<file path="config.mk">
export PLATFORM = sky130hd
export DESIGN_NAME = point_pair_angle_degrees_core
export DESIGN_NICKNAME = d
export VERILOG_FILES = /design/src/rtl/ppad_pkg.sv /design/src/rtl/ppad_front.sv /design/src/rtl/ppad_cordic.sv /design/src/rtl/ppad_finish.sv /design/src/rtl/point_pair_angle_degrees_core.sv
export VERILOG_INCLUDE_DIRS = /design/src /design/src/rtl
export SDC_FILE = /design/constraint.sdc
export NUM_CORES = 2
export LEC_CHECK = 0
export BUFFER_PORTS_ARGS = -buffer_cell sky130_fd_sc_hd__buf_2
export CORE_ASPECT_RATIO = 0.9
export CORE_MARGIN = 2
export CORE_UTILIZATION = 52
export CTS_CLUSTER_DIAMETER = 100
export DETAILED_ROUTE_END_ITERATION = 16
export GPL_ROUTABILITY_DRIVEN = 0
export PLACE_DENSITY = 0.68
export REMOVE_ABC_BUFFERS = 1
export SKIP_LAST_GASP = 1
export SYNTH_ARGS = -nofsm -noshare
export SYNTH_HDL_FRONTEND = slang
export SYNTH_SLANG_ARGS = --single-unit
</file>
<file path="constraint.sdc">
create_clock -name aclk -period 11.84 [get_ports aclk]
set_input_delay 0.592 -clock aclk [delete_from_list [all_inputs] [get_ports aclk]]
set_output_delay 0.592 -clock aclk [all_outputs]
set_load 0.1 [all_outputs]
</file>
<file path="src/rtl/point_pair_angle_degrees_core_assert.svh">
// Assertion macros shared by the point pair angle pipeline.
`ifndef POINT_PAIR_ANGLE_DEGREES_CORE_ASSERT_SVH
`define POINT_PAIR_ANGLE_DEGREES_CORE_ASSERT_SVH
`ifndef SYNTHESIS
// Same-cycle implication, disabled during reset.
`define PPAD_ASSERT_IMP(lbl, clk, rst_n, ante, cons, msg) \
    lbl: assert property (@(posedge clk) disable iff (!rst_n) (ante) |-> (cons)) \
        else $error(msg);
// Next-cycle implication, disabled during reset.
`define PPAD_ASSERT_NXT(lbl, clk, rst_n, ante, cons, msg) \
    lbl: assert property (@(posedge clk) disable iff (!rst_n) (ante) |=> (cons)) \
        else $error(msg);
`else
`define PPAD_ASSERT_IMP(lbl, clk, rst_n, ante, cons, msg)
`define PPAD_ASSERT_NXT(lbl, clk, rst_n, ante, cons, msg)
`endif
`endif

</file>
<file path="src/rtl/ppad_pkg.sv">
// Shared constants, angle table and pipeline types for the point pair angle core.
package ppad_pkg;

    // Field and format sizes
    localparam int COORD_WIDTH     = 16;
    localparam int ANGLE_FRAC_BITS = 7;
    localparam int CORDIC_STAGES   = 16;
    localparam int GUARD_BITS      = 8;
    localparam int TAB_FRAC        = 24;
    localparam int TAB_LEN         = 24;

    localparam int NSTAGE      = (CORDIC_STAGES > TAB_LEN) ? TAB_LEN : CORDIC_STAGES;
    localparam int DIFF_W      = COORD_WIDTH + 1;
    localparam int MAG_W       = COORD_WIDTH;
    localparam int XY_W        = COORD_WIDTH + GUARD_BITS + 3;
    localparam int Z_W         = 32;
    localparam int AF_W        = ANGLE_FRAC_BITS + 10;
    localparam int ANGLE_W     = 16;
    localparam int IN_FIELDS_W = 4 * COORD_WIDTH;
    localparam int IN_TDATA_W  = ((IN_FIELDS_W + 7) / 8) * 8;
    localparam int RND_SHIFT   = TAB_FRAC - ANGLE_FRAC_BITS;

    // Angle constants
    localparam logic [Z_W-1:0]  Z_TOP      = Z_W'(64'd90 << TAB_FRAC);
    localparam logic [Z_W-1:0]  Z_HALF     = Z_W'(64'd1 << (RND_SHIFT - 1));
    localparam logic [AF_W-1:0] DEG0_Q     = '0;
    localparam logic [AF_W-1:0] DEG90_Q    = AF_W'(64'd90 << ANGLE_FRAC_BITS);
    localparam logic [AF_W-1:0] DEG180_Q   = AF_W'(64'd180 << ANGLE_FRAC_BITS);
    localparam logic [AF_W-1:0] DEG270_Q   = AF_W'(64'd270 << ANGLE_FRAC_BITS);
    localparam logic [AF_W-1:0] DEG360_Q   = AF_W'(64'd360 << ANGLE_FRAC_BITS);

    // atan(2^-i) in degrees scaled by 2^24
    localparam logic signed [Z_W-1:0] ATAN_TAB [TAB_LEN] = '{
        32'sd754974720, 32'sd445687602, 32'sd235489088, 32'sd119537938,
        32'sd60000934,  32'sd30029717,  32'sd15018523,  32'sd7509720,
        32'sd3754917,   32'sd1877466,   32'sd938734,    32'sd469367,
        32'sd234684,    32'sd117342,    32'sd58671,     32'sd29335,
        32'sd14668,     32'sd7334,      32'sd3667,      32'sd1833,
        32'sd917,       32'sd458,       32'sd229,       32'sd115
    };

    // Vectoring state of one item
    typedef struct packed {
        logic signed [XY_W-1:0] x;
        logic signed [XY_W-1:0] y;
        logic signed [Z_W-1:0]  z;
    } cordic_t;

    // Per-item sideband: quadrant base or exact axis angle
    typedef struct packed {
        logic            special;
        logic            coin;
        logic [AF_W-1:0] base;
    } side_t;

endpackage

</file>
<file path="src/rtl/ppad_front.sv">
// Front end: coordinate differences, quadrant decode and vectoring seed.
`include "point_pair_angle_degrees_core_assert.svh"
module ppad_front (
    input  logic                             aclk,
    input  logic                             aresetn,
    input  logic                             in_valid,
    output logic                             in_ready,
    input  logic [ppad_pkg::IN_TDATA_W-1:0]  in_data,
    output logic                             out_valid,
    input  logic                             out_ready,
    output ppad_pkg::cordic_t                out_vec,
    output ppad_pkg::side_t                  out_side
);
    import ppad_pkg::*;

    logic signed [COORD_WIDTH-1:0] fx, fy, tx, ty;
    logic signed [DIFF_W-1:0]      dx_next, dy_next;
    logic signed [DIFF_W-1:0]      dx_reg, dy_reg;
    logic                          a_vld_reg, b_vld_reg;
    logic                          a_rdy, b_rdy;
    logic signed [DIFF_W-1:0]      h_full, v_full;
    logic [MAG_W-1:0]              h, v, den, num;
    cordic_t                       vec_next, vec_reg;
    side_t                         side_next, side_reg;

    // Stall chain
    assign b_rdy    = !b_vld_reg || out_ready;
    assign a_rdy    = !a_vld_reg || b_rdy;
    assign in_ready = a_rdy;

    // Unpack and subtract
    assign fx      = in_data[COORD_WIDTH-1:0];
    assign fy      = in_data[2*COORD_WIDTH-1:COORD_WIDTH];
    assign tx      = in_data[3*COORD_WIDTH-1:2*COORD_WIDTH];
    assign ty      = in_data[4*COORD_WIDTH-1:3*COORD_WIDTH];
    assign dx_next = DIFF_W'(tx) - DIFF_W'(fx);
    assign dy_next = DIFF_W'(ty) - DIFF_W'(fy);

    always_ff @(posedge aclk) begin
        if (!aresetn) begin
            a_vld_reg <= 1'b0;
        end else if (a_rdy) begin
            a_vld_reg <= in_valid;
        end
        if (a_rdy && in_valid) begin
            dx_reg <= dx_next;
            dy_reg <= dy_next;
        end
    end

    // Decode quadrant, pick ratio operands and base angle
    assign h_full = dx_reg[DIFF_W-1] ? -dx_reg : dx_reg;
    assign v_full = dy_reg[DIFF_W-1] ? -dy_reg : dy_reg;
    assign h      = h_full[MAG_W-1:0];
    assign v      = v_full[MAG_W-1:0];

    always_comb begin
        side_next.special = 1'b0;
        side_next.coin    = 1'b0;
        side_next.base    = DEG0_Q;
        den               = h;
        num               = v;
        if (dx_reg == '0 && dy_reg == '0) begin
            side_next.special = 1'b1;
            side_next.coin    = 1'b1;
        end else if (dy_reg == '0) begin
            side_next.special = 1'b1;
            side_next.base    = dx_reg[DIFF_W-1] ? DEG180_Q : DEG360_Q;
        end else if (dx_reg == '0) begin
            side_next.special = 1'b1;
            side_next.base    = dy_reg[DIFF_W-1] ? DEG90_Q : DEG270_Q;
        end else if (!dx_reg[DIFF_W-1] && dy_reg[DIFF_W-1]) begin
            side_next.base = DEG0_Q;
        end else if (dx_reg[DIFF_W-1] && dy_reg[DIFF_W-1]) begin
            side_next.base = DEG90_Q;
            den            = v;
            num            = h;
        end else if (dx_reg[DIFF_W-1]) begin
            side_next.base = DEG180_Q;
        end else begin
            side_next.base = DEG270_Q;
            den            = v;
            num            = h;
        end
        vec_next.x = XY_W'({den, {GUARD_BITS{1'b0}}});
        vec_next.y = XY_W'({num, {GUARD_BITS{1'b0}}});
        vec_next.z = '0;
    end

    always_ff @(posedge aclk) begin
        if (!aresetn) begin
            b_vld_reg <= 1'b0;
        end else if (b_rdy) begin
            b_vld_reg <= a_vld_reg;
        end
        if (b_rdy && a_vld_reg) begin
            vec_reg  <= vec_next;
            side_reg <= side_next;
        end
    end

    assign out_valid = b_vld_reg;
    assign out_vec   = vec_reg;
    assign out_side  = side_reg;

    `PPAD_ASSERT_NXT(a_capture, aclk, aresetn, in_valid && in_ready, a_vld_reg, "front: accepted transaction not captured")
    `PPAD_ASSERT_IMP(a_seed_pos, aclk, aresetn, b_vld_reg && !side_reg.special, vec_reg.x > 0 && vec_reg.y > 0, "front: vectoring seed not in first quadrant")
    `PPAD_ASSERT_IMP(a_coin_base, aclk, aresetn, b_vld_reg && side_reg.coin, side_reg.special && side_reg.base == DEG0_Q, "front: coincident item without zero base")

endmodule

</file>
<file path="src/rtl/ppad_cordic.sv">
// Unrolled CORDIC vectoring pipeline, one micro-rotation per register stage.
`include "point_pair_angle_degrees_core_assert.svh"
module ppad_cordic (
    input  logic               aclk,
    input  logic               aresetn,
    input  logic               in_valid,
    output logic               in_ready,
    input  ppad_pkg::cordic_t  in_vec,
    input  ppad_pkg::side_t    in_side,
    output logic               out_valid,
    input  logic               out_ready,
    output ppad_pkg::cordic_t  out_vec,
    output ppad_pkg::side_t    out_side
);
    import ppad_pkg::*;

    cordic_t vec_reg  [NSTAGE];
    side_t   side_reg [NSTAGE];
    logic    vld_reg  [NSTAGE];
    cordic_t vec_w    [NSTAGE+1];
    side_t   side_w   [NSTAGE+1];
    logic    vld_w    [NSTAGE+1];
    logic    rdy_w    [NSTAGE+1];

    assign vec_w[0]      = in_vec;
    assign side_w[0]     = in_side;
    assign vld_w[0]      = in_valid;
    assign rdy_w[NSTAGE] = out_ready;
    assign in_ready      = rdy_w[0];

    for (genvar k = 0; k < NSTAGE; k++) begin : g_stage
        logic signed [XY_W-1:0] xin, yin, xs, ys;
        logic signed [Z_W-1:0]  zin;
        cordic_t                vec_next;

        // Rotate toward the x axis by atan(2^-k)
        assign xin = vec_w[k].x;
        assign yin = vec_w[k].y;
        assign zin = vec_w[k].z;
        assign xs  = xin >>> k;
        assign ys  = yin >>> k;

        always_comb begin
            if (!yin[XY_W-1]) begin
                vec_next.x = xin + ys;
                vec_next.y = yin - xs;
                vec_next.z = zin + ATAN_TAB[k];
            end else begin
                vec_next.x = xin - ys;
                vec_next.y = yin + xs;
                vec_next.z = zin - ATAN_TAB[k];
            end
        end

        assign rdy_w[k] = !vld_reg[k] || rdy_w[k+1];

        always_ff @(posedge aclk) begin
            if (!aresetn) begin
                vld_reg[k] <= 1'b0;
            end else if (rdy_w[k]) begin
                vld_reg[k] <= vld_w[k];
            end
            if (rdy_w[k] && vld_w[k]) begin
                vec_reg[k]  <= vec_next;
                side_reg[k] <= side_w[k];
            end
        end

        assign vec_w[k+1]  = vec_reg[k];
        assign side_w[k+1] = side_reg[k];
        assign vld_w[k+1]  = vld_reg[k];
    end

    assign out_valid = vld_w[NSTAGE];
    assign out_vec   = vec_w[NSTAGE];
    assign out_side  = side_w[NSTAGE];

    `PPAD_ASSERT_IMP(a_x_positive, aclk, aresetn, out_valid && !out_side.special, out_vec.x > 0, "cordic: x went nonpositive during vectoring")
    `PPAD_ASSERT_IMP(a_z_span, aclk, aresetn, out_valid && !out_side.special, out_vec.z > -$signed(ATAN_TAB[0]), "cordic: accumulated angle out of span")
    `PPAD_ASSERT_NXT(a_last_hold, aclk, aresetn, out_valid && !out_ready, out_valid, "cordic: stalled result dropped")

endmodule

</file>
<file path="src/rtl/ppad_finish.sv">
// Output stage: clamp and round the CORDIC angle, add the quadrant base, register.
`include "point_pair_angle_degrees_core_assert.svh"
module ppad_finish (
    input  logic                          aclk,
    input  logic                          aresetn,
    input  logic                          in_valid,
    output logic                          in_ready,
    input  ppad_pkg::cordic_t             in_vec,
    input  ppad_pkg::side_t               in_side,
    output logic                          out_valid,
    input  logic                          out_ready,
    output logic [ppad_pkg::ANGLE_W-1:0]  out_angle,
    output logic                          out_coin
);
    import ppad_pkg::*;

    logic [Z_W-1:0]     zc, zr;
    logic [AF_W-1:0]    q_round, q, sum;
    logic [ANGLE_W-1:0] angle_reg;
    logic               coin_reg, vld_reg;

    assign in_ready = !vld_reg || out_ready;

    // Clamp to [0, 90 degrees], round half up, clamp again, add base (special items take the base alone)
    always_comb begin
        if (in_vec.z[Z_W-1]) begin
            zc = '0;
        end else if (in_vec.z > $signed(Z_TOP)) begin
            zc = Z_TOP;
        end else begin
            zc = in_vec.z;
        end
        zr      = zc + Z_HALF;
        q_round = AF_W'(zr >> RND_SHIFT);
        q       = (q_round > DEG90_Q) ? DEG90_Q : q_round;
        sum     = in_side.special ? in_side.base : in_side.base + q;
    end

    always_ff @(posedge aclk) begin
        if (!aresetn) begin
            vld_reg <= 1'b0;
        end else if (in_ready) begin
            vld_reg <= in_valid;
        end
        if (in_ready && in_valid) begin
            angle_reg <= ANGLE_W'(sum);
            coin_reg  <= in_side.coin;
        end
    end

    assign out_valid = vld_reg;
    assign out_angle = angle_reg;
    assign out_coin  = coin_reg;

    `PPAD_ASSERT_IMP(a_coin_zero, aclk, aresetn, vld_reg && coin_reg, angle_reg == '0, "finish: coincident result with nonzero angle")
    `PPAD_ASSERT_IMP(a_sum_range, aclk, aresetn, in_valid && in_ready, sum <= DEG360_Q, "finish: angle above full turn")
    `PPAD_ASSERT_IMP(a_q_range, aclk, aresetn, in_valid && in_ready && !in_side.special, q <= DEG90_Q && (in_side.base == DEG0_Q || in_side.base == DEG90_Q || in_side.base == DEG180_Q || in_side.base == DEG270_Q), "finish: bad quadrant angle")

endmodule

</file>
<file path="src/rtl/point_pair_angle_degrees_core.sv">
// Top level: direction between two points in degrees, streaming CORDIC pipeline.
//
// Input channel (s_): one transaction carries a point pair, from (x, y) and
// to (x, y), signed, screen y growing downward. Output channel (m_): one
// transaction per input with the counterclockwise direction from the first
// point to the second in degrees times 128, 0 to 360 inclusive; a target
// straight to the right reads 360. Equal points set the coincident flag in
// m_tuser and give angle zero.
// The pipeline has two front stages for difference and quadrant decode,
// one register per CORDIC micro-rotation (16 micro-rotations) and one
// output stage for rounding and base add.
// Throughput is one transaction per cycle while m_tready stays high; every stage holds a valid bit and
// each micro-rotation has its own shift-add unit.
// When the receiver drops m_tready, the stalled result holds and the stages
// behind it keep filling their empty slots, so s_tready falls only once the
// pipeline is full. Nothing is dropped or repeated.
// Reset (aresetn low, synchronous) clears all valid bits; the data registers
// are not reset.
module point_pair_angle_degrees_core (
    input  logic                             aclk,
    input  logic                             aresetn,
    input  logic                             s_tvalid,
    output logic                             s_tready,
    // from_x, from_y, to_x, to_y
    input  logic [ppad_pkg::IN_TDATA_W-1:0]  s_tdata,
    output logic                             m_tvalid,
    input  logic                             m_tready,
    // angle_q7
    output logic [ppad_pkg::ANGLE_W-1:0]     m_tdata,
    // coincident
    output logic [0:0]                       m_tuser
);
    import ppad_pkg::*;

    logic    f_valid, f_ready, c_valid, c_ready;
    cordic_t f_vec, c_vec;
    side_t   f_side, c_side;
    logic    coin;

    // Differences and seed
    ppad_front u_front (
        .aclk      (aclk),
        .aresetn   (aresetn),
        .in_valid  (s_tvalid),
        .in_ready  (s_tready),
        .in_data   (s_tdata),
        .out_valid (f_valid),
        .out_ready (f_ready),
        .out_vec   (f_vec),
        .out_side  (f_side)
    );

    // Vectoring
    ppad_cordic u_cordic (
        .aclk      (aclk),
        .aresetn   (aresetn),
        .in_valid  (f_valid),
        .in_ready  (f_ready),
        .in_vec    (f_vec),
        .in_side   (f_side),
        .out_valid (c_valid),
        .out_ready (c_ready),
        .out_vec   (c_vec),
        .out_side  (c_side)
    );

    // Round and add base
    ppad_finish u_finish (
        .aclk      (aclk),
        .aresetn   (aresetn),
        .in_valid  (c_valid),
        .in_ready  (c_ready),
        .in_vec    (c_vec),
        .in_side   (c_side),
        .out_valid (m_tvalid),
        .out_ready (m_tready),
        .out_angle (m_tdata),
        .out_coin  (coin)
    );

    assign m_tuser = coin;

endmodule

</file>
==> Word-level counts from Yosys, hierarchy flattened <==
Memories as Yosys holds them, arrays and structs flattened.
Index checks and enable logic that the tools add are counted.
{ "totals": {"reg_bits": 105, "mem_bits_rw": 1696, "in_bits": 68, "memories": 3} }
{ "memory_table": {"columns": ["name", "depth", "word_bits", "rd", "rd_clocked_by_memory_dff", "wr", "line", "rtl"], "rows": [
  ["u_cordic.vec_reg", 16, 86, 16, 0, 16, "ppad_cordic.sv:17", "cordic_t vec_reg [NSTAGE];"],
  ["u_cordic.side_reg", 16, 19, 16, 0, 16, "ppad_cordic.sv:18", "side_t side_reg [NSTAGE];"],
  ["u_cordic.vld_reg", 16, 1, 16, 0, 16, "ppad_cordic.sv:19", "logic vld_reg [NSTAGE];"]
]} }
{ "classes": {"add_sub_neg": 98, "n_lt_le_gt_ge": 2, "n_mux": 139, "bitwise_logic": 16, "n_reduce_logical": 64} }
{ "ops": {"columns": ["op", "count"], "rows": [
  ["86-bit two-way mux", 15],
  ["16-bit two-way mux", 18],
  ["1-bit two-way mux", 99],
  ["17-bit two-way mux", 4],
  ["31-bit two-way mux", 2],
  ["27-bit by 12-bit adder with 27-bit output", 2],
  ["27-bit by 13-bit adder with 27-bit output", 2],
  ["27-bit by 14-bit adder with 27-bit output", 2],
  ["27-bit by 15-bit adder with 27-bit output", 2],
  ["27-bit by 16-bit adder with 27-bit output", 2],
  ["27-bit by 17-bit adder with 27-bit output", 2],
  ["27-bit by 18-bit adder with 27-bit output", 2],
  ["27-bit by 19-bit adder with 27-bit output", 2],
  ["27-bit by 20-bit adder with 27-bit output", 2],
  ["27-bit by 21-bit adder with 27-bit output", 2],
  ["27-bit by 22-bit adder with 27-bit output", 2],
  ["27-bit by 23-bit adder with 27-bit output", 2],
  ["27-bit by 24-bit adder with 27-bit output", 2],
  ["27-bit by 25-bit adder with 27-bit output", 2],
  ["27-bit by 26-bit adder with 27-bit output", 2],
  ["27-bit by 12-bit subtractor with 27-bit output", 2],
  ["27-bit by 13-bit subtractor with 27-bit output", 2],
  ["27-bit by 14-bit subtractor with 27-bit output", 2],
  ["27-bit by 15-bit subtractor with 27-bit output", 2],
  ["other kinds (56)", 143]
]} }

==> Longest topological paths before layout <==
{ "depth": {"ltp_word": 22, "mapped_depth": 25, "depth_no_buf": 23} }

==> Cells and area by module <==
Synthesis repeated with hierarchy kept, for this count alone.
{ "unflattened": {"hier_cells": 13198, "area_unflattened_um2": 132410.7} }
{ "by_module_without_submodules": {"columns": ["module", "instances", "cells_per_inst", "area_per_inst_um2"], "rows": [
  ["ppad_cordic", 1, 12374, 124613.3],
  ["ppad_front", 1, 559, 5647.9],
  ["ppad_finish", 1, 265, 2149.6]
]} }

==> Least setup slack after synthesis <==
No wires, ideal clock.
{ "synth_path": {"path_type": "reg2reg", "from": "register u_finish.vld_reg, in the netlist u_finish.out_valid", "to": "memory u_cordic.vld_reg[6][0], in the netlist u_cordic.vld_reg[0][6], data pin", "setup_ps": 184, "t_arrival_ps": 9275, "path_slack_ps": 2381, "stages_incl_launch_ff": 8, "n_path_buf": 0, "synth_period_minus_slack_ps": 9459, "cell_sequence": "dfxtp_1 > nor2b_1 > and3_1 > and3_1 > and3_1 > and2_1 > a21boi_0 > and2_1"} }
{ "synth_rtl": {"columns": ["item", "line", "rtl"], "rows": [
  ["from (decl)", "ppad_finish.sv:20", "logic coin_reg, vld_reg;"],
  ["from (signal assigned)", "ppad_finish.sv:43", "vld_reg <= in_valid;"],
  ["to (decl)", "ppad_cordic.sv:19", null]
]} }

==> flow_summary.yaml <==
route:
  routed_wl_mm: 243
  drt-initial-drc-count: 6030
  dr.pass1.iters: 8
  via_per_inst: 5.88
  drc: 0
  wire_per_inst_um: 18.1
  num_vias: 79200
  ant_nets: 0
logic_synthesis:
  yosysUniqueCellTypes: 89
  async_reset_ff_frac: 0
  yosys.cell_count.top_type: "edfxtp_1"
  synth_top_area_frac: 0.399
  synth.avg_cell_area_sq_um: 9.98
  synth_edf_count: 1389
  synthCells: 10500
  syn_area_sq_um: 104000
  ys.flop_type: "edfxtp_1"
  synth.largest_area_cell: "edfxtp_1"
  synth_area_leaders: "edfxtp_1 (40%), ha_1 (14%), xnor2_1 (7.8%)"
  synthTopCellsByCount: "edfxtp_1 (1389), ha_1 (1161), nor2_1 (1043), a21oi_1 (955), xnor2_1 (929)"
  synth_seq_area_share: 0.400
  synth-warning-count: 0
  ys_ff_latch: 1393
job:
  cap_violations: 0
die:
  coreArea_sq_um: 200000
  die_height_um: 429
  row_count: 156
  die_w_um: 476
  io_pins: 87
  die_area_sq_um: 204000
  initial_utilization: 0.522
grt:
  grtUsageMet2: 0.367
  antenna_found_initial: 2
  grt.busiest_layer: "met2"
  grt_pass1_vias: 75300
  met1_usage: 0.324
  grt_usage: 0.231
  grt_max_degree: 82
  overflow: 0
  grt_use_met3: 0.0310
  grt_pass1_wl_mm: 391
worst_setup_path:
  cp_max_fo: 8
  worstRegToRegCells: 23
  critPathArrivalTime_ps: 6090
  path_common_cell: "a21oi_1"
  endpoint_kind: "register"
  cp_cell_sequence: "nor4_1 > nand4_1 > o31ai_2 > nor2b_1 > and2_1 > ha_1 > and3_1 > nand3_1 > mux2_2 > o32ai_1 > o21bai_1 > a21boi_1 > nand2b_1 > inv_1 > ha_1 > a21o_1 > a21oi_1 > o21bai_1 > a21oi_1 > nor2b_1 > o21ai_0 > a21oi_1 > xor2_1"
  r2r_end: "u_finish.out_angle[15]"
  criticalPathCategory: "reg2reg"
  start_kind: "register"
  timing.rr.start: "u_cordic.vec_reg[1][628]"
  cp_top_family: "compound AO/OA/AOI/OAI gates"
  cp.required_ps: 12400
  reg2reg_slack_ps: 6310
  cpMaxStageDelayCell: "edfxtp_1"
  worst-path-buf-inv: 1
  slowest_delay_ps: 450
finish:
  largest_register_ffs: 1121
  fin_nets: 11900
  syn2layout_area_growth_pct: 8.63
  drive_gt1_frac: 0.0472
power:
  pwr-share-comb: 0.078
  seqPwrFrac: 0.489
  p_leak_uw: 0.0454
  switching_share: 0.235
  power_density_nw_per_um2: 99.8
  internal_power_uw: 8670
  switchingPower_uw: 2660
  clockPowerShare: 0.433
  peakVddDrop_uv: 121
clocking:
  clock-root-buffer: "clkbuf_16"
  cts_tree: "done"
  cts_setup_buffers: 0
  insertion_delay_ps: 840
  post_cts_resized: 0
  cts.clk_slew.worst_paths_ps: 60
  h-tree-depth: 4
  hold_buffers: 0
  clockBufferDepth: 3
  cts_buffers: 153
  cts.sinks: 1393
timing:
  finalCritPeriodShare: 0.467
  skew_ps: 35.9
  slew_violations: 0
  slew_headroom: 0.0878
  setup_viol: 0
  period_minus_slack_ps: 5530
  hold_viol_final: 0
  fin_ws_ps: 6310
  max_freq_ghz: 0.181
  fin_tns_setup_ps: 0
  rsz0062_at_grt: "no"
  tightest_slew_ps: 1360
placed_design:
  dp_hpwl_mm: 188
  place_ws_ps: 6380
  port_buffers: 86
min_path:
  hold_start: "s_tvalid"
  hold_depth: 3
  min_to: "u_front.a_vld_reg"
  hold_class: "in2reg"
outcome:
  outcome: "finished, final reports clean"
cells in the final DEF (no fill, tap or decap), drive strengths merged, types with 32 or more instances in the layout:
| cell | n |
|---|---|
| nand2b | 117 |
| o211ai | 47 |
| xor2 | 487 |
| nand2 | 547 |
| and2 | 101 |
| a21oi | 955 |
| edfxtp | 1389 |
| clkinv | 66 |
| nand3 | 188 |
| nor2b | 144 |
| and3 | 149 |
| mux2i | 49 |
| ha | 1161 |
| o21a | 166 |
| a21o | 343 |
| a31o | 34 |
| o21ai | 458 |
| a31oi | 135 |
| or4 | 32 |
| fa | 38 |
| inv | 516 |
| o41ai | 41 |
| or3 | 60 |
| nand4 | 72 |
| xnor2 | 929 |
| nor2 | 1044 |
| a211o | 34 |
| o31ai | 54 |
| or2 | 50 |
| clkbuf | 178 |
| buf | 135 |
| nor4 | 88 |
| a21boi | 54 |
| a211oi | 74 |
| o21bai | 141 |
| nor3 | 347 |
per-stage QoR:
step | hold WS [ps] | util | cells | total power, uW | instance area, sq um
6_report | 99.0 | 0.567 | 13500 | 11300 | 113000
5_1_grt | 88.5 | 0.567 | 13500 | 11700 | 113000
4_1_cts | 63.5 | 0.567 | 13500 | 11400 | 113000
3_3_place_gp | 400 | 0.541 | 13200 | 6480 | 108000
2_1_floorplan | 400 | - | 10400 | 6290 | 104000
3_5_place_dp | 405 | 0.541 | 13200 | 6500 | 108000
power groups by stage:
stage	sequential (uW)	combinational (uW)	clock [uW]
floorplan	5630	660	0
global placement	5640	838	0
detailed placement	5640	860	0
CTS	5540	871	5020
global route	5540	981	5210
finish	5540	883	4900
cell type report:
class,instances,area [sq um]
fillers,17200,86800
multi-input cells,8458,60500
flip-flops and latches,1393,41800
clock buffers,178,3920
well taps,2686,3360
inverters,505,1900
clock inverters,105,1240
repair buffers,135,798
diodes,3,7.51
metal layers:
metal	vias to the layer above	routed length (um)
li1	39100	-
met1	37700	113000
met2	2045	109000
met3	405	12800
met4	0	8580
met5	-	0
how the worst max path moves through the flow:
stage	from	slack, ps	cells past startpoint	end
CTS	u_cordic.vec_reg[1][628]	6350	23	u_finish.out_angle[15]
detailed placement	u_cordic.vec_reg[1][628]	6380	23	u_finish.out_angle[15]
global route	u_cordic.vec_reg[1][627]	5960	23	u_finish.out_angle[15]
finish	u_cordic.vec_reg[1][628]	6310	23	u_finish.out_angle[15]
global placement	u_cordic.vec_reg[1][627]	6380	23	u_finish.out_angle[15]
floorplan	u_finish.out_valid	2380	7	u_cordic.vld_reg[0][6]
tightest hold or removal path: stages:
cell and delay [ps]:
buf_2 70, inv_1 60, a21boi_0 140
kinds of logic (layout without fill, tap and decap cells):
logic type | count (synthesis) | count (layout) | synth area share
mux | 71 | 71 | 0.00707
other cells | 1 | 4 | 0.0000359
buf+inv | 618 | 923 | 0.0225
flops | 1393 | 1393 | 0.400
simple gates | 3031 | 3031 | 0.140
compound gates | 2740 | 2740 | 0.166
xor+xnor | 1416 | 1416 | 0.119
fa+ha+maj | 1199 | 1199 | 0.146
(Power assumes the default switching activity.)
